**config.mk**
```make
export PLATFORM = sky130hd
export DESIGN_NAME = max_heap_priority_queue
export DESIGN_NICKNAME = d
export VERILOG_FILES = /design/src/rtl/mhpq_pkg.sv /design/src/rtl/max_heap_priority_queue.sv /design/src/rtl/mhpq_ram.sv
export SDC_FILE = /design/constraint.sdc
export NUM_CORES = 2
export LEC_CHECK = 0
export ABC_AREA = 0
export BUFFER_PORTS_ARGS = -buffer_cell sky130_fd_sc_hd__clkbuf_2
export CAP_MARGIN = 25
export CORE_ASPECT_RATIO = 1.75
export CORE_MARGIN = 2
export CORE_UTILIZATION = 51
export CTS_CLUSTER_SIZE = 20
export DETAILED_ROUTE_END_ITERATION = 7
export PLACE_DENSITY = 0.67
export SLEW_MARGIN = 30
export SYNTH_ARGS = -nofsm -noshare
export SYNTH_HDL_FRONTEND = slang
export SYNTH_SLANG_ARGS = --single-unit
```
**constraint.sdc**
```tcl
create_clock -name clk -period 6.3 [get_ports clk]
set_input_delay 0 -clock clk [delete_from_list [all_inputs] [get_ports clk]]
set_output_delay 0 -clock clk [all_outputs]
set_load 0.03 [all_outputs]
```
**src/rtl/mhpq_pkg.sv**
```systemverilog
// ----------------------------------------------------------------------------
// mhpq_pkg
// Opcodes, status codes and shared types of the max-heap priority queue.
// ----------------------------------------------------------------------------
package mhpq_pkg;

  typedef logic [2:0] opcode_t;
  typedef logic [1:0] status_t;

  localparam opcode_t OP_APPEND = 3'd0;
  localparam opcode_t OP_BUILD  = 3'd1;
  localparam opcode_t OP_INSERT = 3'd2;
  localparam opcode_t OP_DELMAX = 3'd3;
  localparam opcode_t OP_READ   = 3'd4;

  localparam status_t ST_OK        = 2'd0;
  localparam status_t ST_FULL      = 2'd1;
  localparam status_t ST_EMPTY     = 2'd2;
  localparam status_t ST_BAD_INDEX = 2'd3;

  localparam int unsigned IN_KEY_BITS = 32;
  localparam int unsigned INDEX_BITS  = 7;
  localparam int unsigned COUNT_BITS  = 7;

endpackage

```
**src/rtl/max_heap_priority_queue.sv**
```systemverilog
// ----------------------------------------------------------------------------
// max_heap_priority_queue
// Max-heap of signed keys held in one RAM, with a sift-down sequencer.
// ----------------------------------------------------------------------------
// Input beat: opcode, key and one-based index (append, build, insert,
// delete-max, read). Every input beat yields exactly one output beat with
// status, was_heap, the root key, the read key and the key count.
// One operation is in flight at a time: in_stall is high from the accept
// until the result is loaded into the output register. A finished result
// waits there while the next input beat is taken.
// Order of steps: append, full, empty, bad index and unused codes go from
// the accept straight to the done state; a good read waits for the RAM
// data first. The next beat is taken once the state is idle again. Build,
// insert and delete-max run the bottom-up heapify pass: a start step, a
// fetch of each node, a compare with the children (the right child is
// skipped when the left one stands alone), a write when a key comes to
// rest in a leaf, and the load of the result; delete-max first moves the
// last key up. The node fetch and the child reads each wait on the
// registered read of the single key RAM.
// Reset clears the key count and the control state; RAM contents are not
// cleared and are never read before being written.
// While out_stall is high with out_valid set, the output beat holds and a
// finished operation waits in S_DONE before loading the output register.
// ----------------------------------------------------------------------------
module max_heap_priority_queue #(
  parameter int unsigned HEAP_DEPTH = 64,
  parameter int unsigned KEY_BITS   = 32
) (
  input  logic                                clk,
  input  logic                                rst_n,
  input  logic                                in_valid,
  output logic                                in_stall,
  input  mhpq_pkg::opcode_t                   in_opcode,
  input  logic signed [mhpq_pkg::IN_KEY_BITS-1:0] in_key_value,
  input  logic [mhpq_pkg::INDEX_BITS-1:0]     in_entry_index,
  output logic                                out_valid,
  input  logic                                out_stall,
  output mhpq_pkg::status_t                   out_status,
  output logic                                out_was_heap,
  output logic signed [mhpq_pkg::IN_KEY_BITS-1:0] out_top_key,
  output logic signed [mhpq_pkg::IN_KEY_BITS-1:0] out_read_key,
  output logic [mhpq_pkg::COUNT_BITS-1:0]     out_key_count
);

  import mhpq_pkg::*;

  localparam int unsigned AW = $clog2(HEAP_DEPTH);
  localparam int unsigned CW = $clog2(HEAP_DEPTH + 1);
  localparam int unsigned IW = (CW > INDEX_BITS) ? CW : INDEX_BITS;

  localparam logic [3:0] S_IDLE    = 4'd0;
  localparam logic [3:0] S_DEL_W   = 4'd1;
  localparam logic [3:0] S_RD_W    = 4'd2;
  localparam logic [3:0] S_RB_INIT = 4'd3;
  localparam logic [3:0] S_NODE_RD = 4'd4;
  localparam logic [3:0] S_NODE_W  = 4'd5;
  localparam logic [3:0] S_SIFT    = 4'd6;
  localparam logic [3:0] S_LEFT_W  = 4'd7;
  localparam logic [3:0] S_RIGHT_W = 4'd8;
  localparam logic [3:0] S_CMP     = 4'd9;
  localparam logic [3:0] S_DONE    = 4'd10;

  // control state
  logic [3:0]    state_r, state_nxt;
  logic [CW-1:0] count_r, count_nxt;
  logic          out_valid_r, out_valid_nxt;

  // working registers
  logic [CW-1:0]               node_r, node_nxt;
  logic [CW-1:0]               pos_r, pos_nxt;
  logic [CW-1:0]               child_r, child_nxt;
  logic signed [KEY_BITS-1:0]  held_r, held_nxt;
  logic signed [KEY_BITS-1:0]  left_r, left_nxt;
  logic signed [KEY_BITS-1:0]  ckey_r, ckey_nxt;
  logic signed [KEY_BITS-1:0]  top_r;
  status_t                     stat_r, stat_nxt;
  logic                        flag_r, flag_nxt;
  logic signed [KEY_BITS-1:0]  rdkey_r, rdkey_nxt;

  // output register payload
  status_t                        out_status_r;
  logic                           out_was_heap_r;
  logic signed [IN_KEY_BITS-1:0]  out_top_key_r;
  logic signed [IN_KEY_BITS-1:0]  out_read_key_r;
  logic [COUNT_BITS-1:0]          out_key_count_r;

  // RAM port
  logic                ram_we;
  logic [AW-1:0]       ram_waddr;
  logic [KEY_BITS-1:0] ram_wdata;
  logic [AW-1:0]       ram_raddr;
  logic [KEY_BITS-1:0] ram_rdata;

  logic signed [KEY_BITS-1:0] key_in;
  logic signed [KEY_BITS-1:0] rd_key;
  logic [IW-1:0]              idx_w;
  logic [IW-1:0]              cnt_w;
  logic [CW:0]                child2;
  logic [CW:0]                cnt_x;
  logic                       out_load;

  mhpq_ram #(
    .WIDTH (KEY_BITS),
    .DEPTH (HEAP_DEPTH)
  ) u_key_ram (
    .clk   (clk),
    .we    (ram_we),
    .waddr (ram_waddr),
    .wdata (ram_wdata),
    .raddr (ram_raddr),
    .rdata (ram_rdata)
  );

  assign key_in   = KEY_BITS'(in_key_value);
  assign rd_key   = $signed(ram_rdata);
  assign idx_w    = IW'(in_entry_index);
  assign cnt_w    = IW'(count_r);
  assign child2   = {pos_r, 1'b0};
  assign cnt_x    = {1'b0, count_r};
  assign out_load = (state_r == S_DONE) && (!out_valid_r || !out_stall);

  always_comb begin
    state_nxt     = state_r;
    count_nxt     = count_r;
    node_nxt      = node_r;
    pos_nxt       = pos_r;
    child_nxt     = child_r;
    held_nxt      = held_r;
    left_nxt      = left_r;
    ckey_nxt      = ckey_r;
    stat_nxt      = stat_r;
    flag_nxt      = flag_r;
    rdkey_nxt     = rdkey_r;
    ram_we        = 1'b0;
    ram_waddr     = '0;
    ram_wdata     = '0;
    ram_raddr     = '0;

    unique case (state_r)
      S_IDLE: begin
        if (in_valid) begin
          stat_nxt  = ST_OK;
          flag_nxt  = 1'b0;
          rdkey_nxt = '0;
          state_nxt = S_DONE;
          unique case (in_opcode)
            OP_APPEND, OP_INSERT: begin
              if (count_r == CW'(HEAP_DEPTH)) begin
                stat_nxt = ST_FULL;
              end else begin
                ram_we    = 1'b1;
                ram_waddr = AW'(count_r);
                ram_wdata = key_in;
                count_nxt = count_r + 1'b1;
                if (in_opcode == OP_INSERT) begin
                  state_nxt = S_RB_INIT;
                end
              end
            end
            OP_BUILD: begin
              state_nxt = S_RB_INIT;
            end
            OP_DELMAX: begin
              if (count_r == '0) begin
                stat_nxt = ST_EMPTY;
              end else begin
                ram_raddr = AW'(count_r - 1'b1);
                state_nxt = S_DEL_W;
              end
            end
            OP_READ: begin
              if (idx_w == '0 || idx_w > cnt_w) begin
                stat_nxt = ST_BAD_INDEX;
              end else begin
                ram_raddr = AW'(idx_w - IW'(1));
                state_nxt = S_RD_W;
              end
            end
            default: begin
            end
          endcase
        end
      end

      S_DEL_W: begin
        // move the last key to the root and shrink
        ram_we    = 1'b1;
        ram_waddr = '0;
        ram_wdata = ram_rdata;
        count_nxt = count_r - 1'b1;
        state_nxt = S_RB_INIT;
      end

      S_RD_W: begin
        rdkey_nxt = rd_key;
        state_nxt = S_DONE;
      end

      S_RB_INIT: begin
        flag_nxt = 1'b1;
        node_nxt = count_r >> 1;
        if ((count_r >> 1) == '0) begin
          state_nxt = S_DONE;
        end else begin
          state_nxt = S_NODE_RD;
        end
      end

      S_NODE_RD: begin
        ram_raddr = AW'(node_r - 1'b1);
        pos_nxt   = node_r;
        state_nxt = S_NODE_W;
      end

      S_NODE_W: begin
        held_nxt  = rd_key;
        state_nxt = S_SIFT;
      end

      S_SIFT: begin
        if (child2 <= cnt_x) begin
          ram_raddr = AW'(child2 - 1'b1);
          state_nxt = S_LEFT_W;
        end else begin
          // leaf reached: drop the held key here
          ram_we    = 1'b1;
          ram_waddr = AW'(pos_r - 1'b1);
          ram_wdata = held_r;
          node_nxt  = node_r - 1'b1;
          state_nxt = (node_r == CW'(1)) ? S_DONE : S_NODE_RD;
        end
      end

      S_LEFT_W: begin
        left_nxt = rd_key;
        if (child2 < cnt_x) begin
          ram_raddr = AW'(child2);
          state_nxt = S_RIGHT_W;
        end else begin
          child_nxt = CW'(child2);
          ckey_nxt  = rd_key;
          state_nxt = S_CMP;
        end
      end

      S_RIGHT_W: begin
        if (left_r < rd_key) begin
          child_nxt = CW'(child2 + 1'b1);
          ckey_nxt  = rd_key;
        end else begin
          child_nxt = CW'(child2);
          ckey_nxt  = left_r;
        end
        state_nxt = S_CMP;
      end

      S_CMP: begin
        ram_we    = 1'b1;
        ram_waddr = AW'(pos_r - 1'b1);
        if (held_r < ckey_r) begin
          // advance: larger child moves up
          ram_wdata = ckey_r;
          flag_nxt  = 1'b0;
          pos_nxt   = child_r;
          state_nxt = S_SIFT;
        end else begin
          ram_wdata = held_r;
          node_nxt  = node_r - 1'b1;
          state_nxt = (node_r == CW'(1)) ? S_DONE : S_NODE_RD;
        end
      end

      S_DONE: begin
        if (out_load) begin
          state_nxt = S_IDLE;
        end
      end

      default: begin
        state_nxt = S_IDLE;
      end
    endcase
  end

  always_comb begin
    if (out_load) begin
      out_valid_nxt = 1'b1;
    end else if (out_stall) begin
      out_valid_nxt = out_valid_r;
    end else begin
      out_valid_nxt = 1'b0;
    end
  end

  always_ff @(posedge clk) begin
    if (!rst_n) begin
      state_r     <= S_IDLE;
      count_r     <= '0;
      out_valid_r <= 1'b0;
    end else begin
      state_r     <= state_nxt;
      count_r     <= count_nxt;
      out_valid_r <= out_valid_nxt;
    end
  end

  always_ff @(posedge clk) begin
    node_r  <= node_nxt;
    pos_r   <= pos_nxt;
    child_r <= child_nxt;
    held_r  <= held_nxt;
    left_r  <= left_nxt;
    ckey_r  <= ckey_nxt;
    stat_r  <= stat_nxt;
    flag_r  <= flag_nxt;
    rdkey_r <= rdkey_nxt;
    // shadow the root entry on every write to it
    if (ram_we && ram_waddr == '0) begin
      top_r <= $signed(ram_wdata);
    end
    if (out_load) begin
      out_status_r    <= stat_r;
      out_was_heap_r  <= flag_r;
      out_top_key_r   <= (count_r != '0) ? IN_KEY_BITS'(top_r) : '0;
      out_read_key_r  <= IN_KEY_BITS'(rdkey_r);
      out_key_count_r <= COUNT_BITS'(count_r);
    end
  end

  assign in_stall      = (state_r != S_IDLE);
  assign out_valid     = out_valid_r;
  assign out_status    = out_status_r;
  assign out_was_heap  = out_was_heap_r;
  assign out_top_key   = out_top_key_r;
  assign out_read_key  = out_read_key_r;
  assign out_key_count = out_key_count_r;

endmodule

```
**src/rtl/mhpq_ram.sv**
```systemverilog
// ----------------------------------------------------------------------------
// mhpq_ram
// Generic single-write, single-read RAM with a registered read port.
// ----------------------------------------------------------------------------
module mhpq_ram #(
  parameter int unsigned WIDTH = 32,
  parameter int unsigned DEPTH = 64
) (
  input  logic                     clk,
  input  logic                     we,
  input  logic [$clog2(DEPTH)-1:0] waddr,
  input  logic [WIDTH-1:0]         wdata,
  input  logic [$clog2(DEPTH)-1:0] raddr,
  output logic [WIDTH-1:0]         rdata
);

  logic [WIDTH-1:0] mem [DEPTH];

  always_ff @(posedge clk) begin
    if (we) begin
      mem[waddr] <= wdata;
    end
    rdata <= mem[raddr];
  end

endmodule
```
-- Word-level counts from Yosys, hierarchy flattened
Memories as Yosys holds them, arrays and structs flattened. A register that Yosys moved wholly into a read port is not among the register bits.
Index checks and enable logic that the tools add are counted.
- mux-type cells: 64
- magnitude comparators: 5
- add/subtract/negate cells: 7
- reduce and logical (&&, ||, !) cells: 30
- eq/ne operators: 25
- operator list (kind ; number):
    32-bit 2-to-1 mux ; 8
    32-bit case mux with 2 select lines ; 2
    32-bit case mux with 4 select lines ; 1
    32-bit < comparator ; 2
    7-bit 2-to-1 mux ; 8
    6-bit 2-to-1 mux ; 9
    4-bit case mux with 11 select lines ; 1
    7-bit case mux with 2 select lines ; 3
    4-bit 2-to-1 mux ; 10
    6-bit case mux with 4 select lines ; 1
    7-bit logical NOT ; 3
    7-bit case mux with 3 select lines ; 1
    6-bit case mux with 3 select lines ; 1
    6-bit by 1-bit subtractor with 6-bit output (second input constant) ; 3
    4-bit by 3-bit equality test with 1-bit output (second input constant) ; 4
    4-bit case mux with 4 select lines ; 1
    7-bit by 1-bit adder with 7-bit output (second input constant) ; 2
    2-bit != test (second input constant) ; 7
    7-bit by 1-bit subtractor with 7-bit output (second input constant) ; 2
    4-bit equality test (second input constant) ; 3
    1-bit 2-to-1 mux ; 12
    6-bit case mux with 2 select lines ; 1
    2-bit AND reduction ; 5
    4-bit by 2-bit equality test with 1-bit output (second input constant) ; 2
    other kinds (26) ; 39
- input bits: 46
- logic and storage cells: 150
- output and inout port bits: 76
- flip-flop bits (word level): 270
- RAM bits: 2048
- memories: 1
- memory list (name ; words ; bits a word ; read ports ; clocked after memory_dff ; wr ports ; RTL line ; RTL):
    u_key_ram.mem ; 64 ; 32 ; 1 ; 1 ; 1 ; mhpq_ram.sv:17 ; logic [WIDTH-1:0] mem [DEPTH];

-- Logic depth before layout (Yosys ltp)
- depth after elaboration: 7
- mapped depth: 18
- depth with buffers taken out: 12

-- Cells and area by module
Synthesis repeated with hierarchy kept, for this count alone.
- cells, all modules: 4388
- area total of the unflattened synthesis: 91800.5 um2
- by module, submodules not included (module ; sequential area each (um2) ; cells an instance ; area each (um2) ; times used):
    mhpq_ram ; 62139.6 ; 3324 ; 78525.3 ; 1
    max_heap_priority_queue ; 7987.7 ; 1064 ; 13275.2 ; 1

-- Worst setup path after synthesis
No wires, ideal clock.
- path type: flip-flop to flip-flop
- start point: reg state_r[2]
- end point: reg out_key_count_r[0] (netlist: out_key_count[0]) (enable)
- arrival time: 4.681 ns
- path buffers: 3
- required time: 5.769 ns
- setup slack: 1.088 ns
- period minus slack after synthesis: 5.212 ns
- setup time: 0.531 ns
- stages on the path, launching flop included: 7
- cell sequence: dfxtp_1 -> clkbuf_1 -> clkbuf_1 -> nor2b_1 -> clkbuf_1 -> nand2_1 -> a21oi_1
- cells in the longest elaborated chain, start to end: 2
- RTL lines (item ; RTL line ; RTL):
    start: declaration ; max_heap_priority_queue.sv:64 ; logic [3:0] state_r, state_nxt;
    start signal: assignment ; max_heap_priority_queue.sv:301 ; state_r <= state_nxt;
    4-bit equality test ; max_heap_priority_queue.sv:120 ; assign out_load = (state_r == S_DONE) && (!out_valid_r || !out_stall);
    1-bit logical AND ; max_heap_priority_queue.sv:120 ;
    named net out_load ; max_heap_priority_queue.sv:100 ; logic out_load;
    end signal: assignment ; max_heap_priority_queue.sv:326 ; out_key_count_r <= COUNT_BITS'(count_r);
    end: declaration ; max_heap_priority_queue.sv:85 ; logic [COUNT_BITS-1:0] out_key_count_r;
The timed path passes the listed nets, and every way through them passes these cells.
A chain may end at the register's enable or synchronous reset.

-- Final worst setup path
- start point: reg count_r[5] (netlist: cnt_w[5])
- end point: reg u_key_ram.rdata[11], read port of u_key_ram.mem
- cells in the longest elaborated chain, start to end: 6
- elaborated cells between the ends (all ways): 13
- those cells by class: add/sub (1); order compare (3); mux (7); reduce/logical (2)
- RTL lines (item ; RTL line ; RTL):
    start: declaration ; max_heap_priority_queue.sv:65 ; logic [CW-1:0] count_r, count_nxt;
    start signal: assignment ; max_heap_priority_queue.sv:302 ; count_r <= count_nxt;
    7-bit greater-than comparator ; max_heap_priority_queue.sv:172 ; if (idx_w == '0 || idx_w > cnt_w) begin
    1-bit logical OR ; max_heap_priority_queue.sv:172 ;
    6-bit 2-to-1 mux ; max_heap_priority_queue.sv:172 ;
    6-bit case mux with 2 select lines ; max_heap_priority_queue.sv:146 ; unique case (in_opcode)
    6-bit 2-to-1 mux ; max_heap_priority_queue.sv:141 ; if (in_valid) begin
    6-bit case mux with 4 select lines * ; max_heap_priority_queue.sv:139 ; unique case (state_r)
    end: declaration ; mhpq_ram.sv:14 ; output logic [WIDTH-1:0] rdata
Mark *: on every way between the ends. The rest lies on a longest branch, timed or not.

==> results.json <==
{
  "clk_pin_slew_ps": 70,
  "worstSkewPairLatency_ps": 860,
  "drc": 0,
  "clockRootBuffer": "clkbuf_16",
  "status": "complete, no violations",
  "synth_cell_types": 84,
  "power.switching_mw": 10.41,
  "die_h_microns": 567.5,
  "yosysTopAreaCell": "edfxtp_1",
  "ys_ff_latch": 2350,
  "required_ps": 6970,
  "clock.fmax_mhz": 168.9,
  "rr_worst_depth": 14,
  "cts_hold_buffers": 21,
  "ir_worst_vdd_mv": 0.2782,
  "setup_violations": 0,
  "endpoint_kind": "flip-flop",
  "synth_edf_count": 2306,
  "worstHoldStart": "in_key_value[5]",
  "antenna_found_initial": 18,
  "hold_violations": 0,
  "die_w_microns": 326.0,
  "synth_nets": 6013,
  "timing.reg2reg.setup_slack_ps": 380,
  "power_mw": 37.67,
  "routed_wirelength_microns": 273000,
  "crit_end": "u_key_ram.rdata[11]",
  "placement.io_buffers": 121,
  "cts_tree": "yes",
  "drive_gt1_frac": 0.1371,
  "die_area_sq_um": 185000,
  "via_per_inst": 6.243,
  "firstDrtPassIters": 8,
  "start_util": 0.5136,
  "worstSetupPathType": "flip-flop to flip-flop",
  "p_sw_frac": 0.2764,
  "yosys_most_used_dff": "edfxtp_1",
  "ios": 122,
  "worst_r2r_endpoint": "u_key_ram.rdata[11]",
  "pwr-share-clk": 0.318,
  "synth_cells": 5886,
  "grt_pass1_wl_microns": 382000,
  "yosysWarnings": 0,
  "min_period_ps": 5922,
  "cp_max_fo": 29,
  "htree_levels": 4,
  "finalClockSkew_ps": 67.16,
  "syn2layout_area_growth_pct": 12.93,
  "startpoint_type": "flip-flop",
  "async_flop_share": 0,
  "rsz0062_at_grt": "false",
  "crit_start": "cnt_w[5]",
  "core_area_sq_um": 180200,
  "wl_per_cell_microns": 31.13,
  "post_cts.repair.setup_buffers": 0,
  "drv_slew": 0,
  "cts_resized": 0,
  "rows": 206,
  "hold_path.class": "input pin to flip-flop",
  "relSlewSlack": 0.1678,
  "finalSetupTns_ps": 0,
  "drv_cap": 0,
  "p_seq_frac": 0.523,
  "combPwrFrac": 0.159,
  "grt_use_total": 0.2895,
  "ant_nets": 0,
  "layout.nets": 6310,
  "drt_iter0_drc": 6200,
  "syn-cell-area_sq_um": 92540,
  "overflow": 0,
  "final.period_utilization": 0.9400,
  "p_leak_nw": 33.86,
  "grt_pass1_vias": 53920,
  "grt_max_degree": 143,
  "gp_congestion": 0.9309,
  "p_per_area_nw_per_um2": 360.5,
  "intPower_mw": 27.26,
  "ys_seq_area_frac": 0.7578,
  "worstPathArrival_ps": 6590,
  "clockBufferDepth": 4,
  "vias": 54760,
  "cts_made_buffers": 197,
  "r2r-start": "cnt_w[5]",
  "synth_top_area_share": 0.7483,
  "tightest_slew_ps": 1235,
  "clock-sinks": 2350,
  "ys_top_cells_by_area": "edfxtp_1 75%, mux2i_1 7.1%, nand2_1 3.6%, o22ai_1 1.7%, a32oi_1 1.4%",
  "dpl.hpwl_microns": 172400,
  "syn_area_per_cell_sq_um": 15.72
}
==> synth_stat cells (4+ instances only) <==
cell type  number
edfxtp_1     2306
nand2_1       881
mux2i_1       652
o22ai_1       256
nand3_1       218
buf_2         162
a32oi_1       148
o21ai_0       132
nand4_1       127
clkbuf_1      117
nor2_1        113
inv_1          82
ha_1           81
and3_1         69
a31oi_1        62
a21oi_1        50
dfxtp_1        44
and2_1         41
a222oi_1       32
mux2_2         32
buf_1          31
a21o_1         30
and4_1         23
nor3_1         19
xnor2_1        17
buf_4          12
buf_6          12
o21a_1          8
o31ai_1         8
nor2b_1         7
nor3b_1         7
or4_1           7
nand2b_1        6
a22o_1          5
nand3b_1        5
nor2_4          5
nor4_1          5
xor2_1          5
o211ai_1        4
o32ai_1         4
or3_1           4
==> layout make-up <==
cell class / instances / area, sq um
fill: 13380 / 75660
sequential: 2350 / 70130
multi-input combinational: 3119 / 21280
clock buffer: 260 / 5288
timing repair buffer: 432 / 3518
tap: 2392 / 2993
clock inverter: 94 / 893.4
inverter: 83 / 311.5
antenna: 41 / 102.6
==> power groups by stage <==
| stage | registers, mW | logic (mW) | clock network (mW) |
|---|---|---|---|
| floorplan | 19.9 | 3.05 | 0 |
| global placement | 20.0 | 5.73 | 0 |
| detailed placement | 20.1 | 5.87 | 0 |
| CTS | 19.7 | 5.91 | 12.1 |
| global route | 19.7 | 6.26 | 12.6 |
| finish | 19.7 | 5.97 | 12.0 |
==> logic make-up (layout without fill, tap and decap cells) <==
kind of cell               count (synthesis)  after routing  share of synthesized area
DFF                                     2350           2350                     0.7578
adders and majority gates                 81             81                    0.01095
xor gates and xnor gates                  22             22                   0.002082
buffers and inverters                    417            869                    0.02056
muxes                                    684            684                    0.07442
and+or+nand+nor                         1556           1556                    0.07689
other                                      0             41                          0
AOI/OAI and AO/OA                        776            776                    0.05730
==> placed cells by master, fill, tap and decap left out, types with 10 or more instances in the layout <==
master,n
clkbuf_8,10
clkinv_1,26
a222oi_1,32
a21oi_1,48
dlygate4sd3_1,21
clkbuf_2,121
and4_1,23
buf_4,247
a31oi_1,58
and2_1,41
edfxtp_1,2306
mux2_2,32
and3_1,68
nor2_4,75
nand2_1,847
o21ai_0,122
clkbuf_16,198
clkinv_2,35
xnor2_1,17
nor2_1,42
bufinv_16,15
nor3_1,17
mux2i_1,652
nand2_2,28
buf_12,42
a32oi_1,148
diode_2,41
ha_1,81
o22ai_1,256
dfxtp_1,44
a21o_1,30
nand4_1,127
clkbuf_1,52
o21ai_1,13
inv_1,82
nand3_1,213
==> critical path: stages (launching register included) <==
cell and delay (ps):
dfxtp_1 570, inv_1 200, ha_1 330, and4b_1 280
a21boi_1 330, o21ai_0 220, a41oi_1 370, o2111ai_2 330
buf_4 330, nand3_2 520, buf_12 310, o22ai_1 110
o21ai_0 360, nand4_1 760, or4_1 680
==> sequential cells by signal, indices dropped and copies added (netlist names), 7 cells and up <==
signal,flops
out_key_count,7
pos_r,7
held_r,32
node_r,7
rdkey_r,32
out_read_key,32
u_key_ram.rdata,32
cnt_w,7
u_key_ram.mem,2048
top_r,32
ckey_r,32
out_top_key,32
left_r,32
child_r,7
==> per-stage QoR <==
step,hold WS (ps),util,instance area [sq um],setup slack (ps),std cells
2_1_floorplan,121.7,-,92540,1088,5886
3_3_place_gp,354.5,0.5436,97940,752.1,8354
3_5_place_dp,368.6,0.5439,97990,665.1,8354
4_1_cts,4.772,0.5794,104400,597.0,8729
5_1_grt,28.83,0.5800,104500,225.6,8766
6_report,60.77,0.5801,104500,378.3,8771
==> layer usage <==
layer,up-vias,GRT usage,share of wire
met4,2,0.2403,0.096
met5,-,0,0.000044
met1,27860,0.3180,0.33
met3,699,0.03904,0.070
met2,2718,0.4982,0.50
li1,23480,-,-
==> worst min-delay path by stage <==
stage	endpoint	cells past startpoint
after CTS	top_r[5]	3
after global placement	stat_r[0]	2
after global routing	top_r[5]	3
final	u_key_ram.mem[37][5]	3
after detailed placement	stat_r[0]	2
after floorplan	cnt_w[0]	1
No activity file was read; power rests on OpenSTA's default activity.
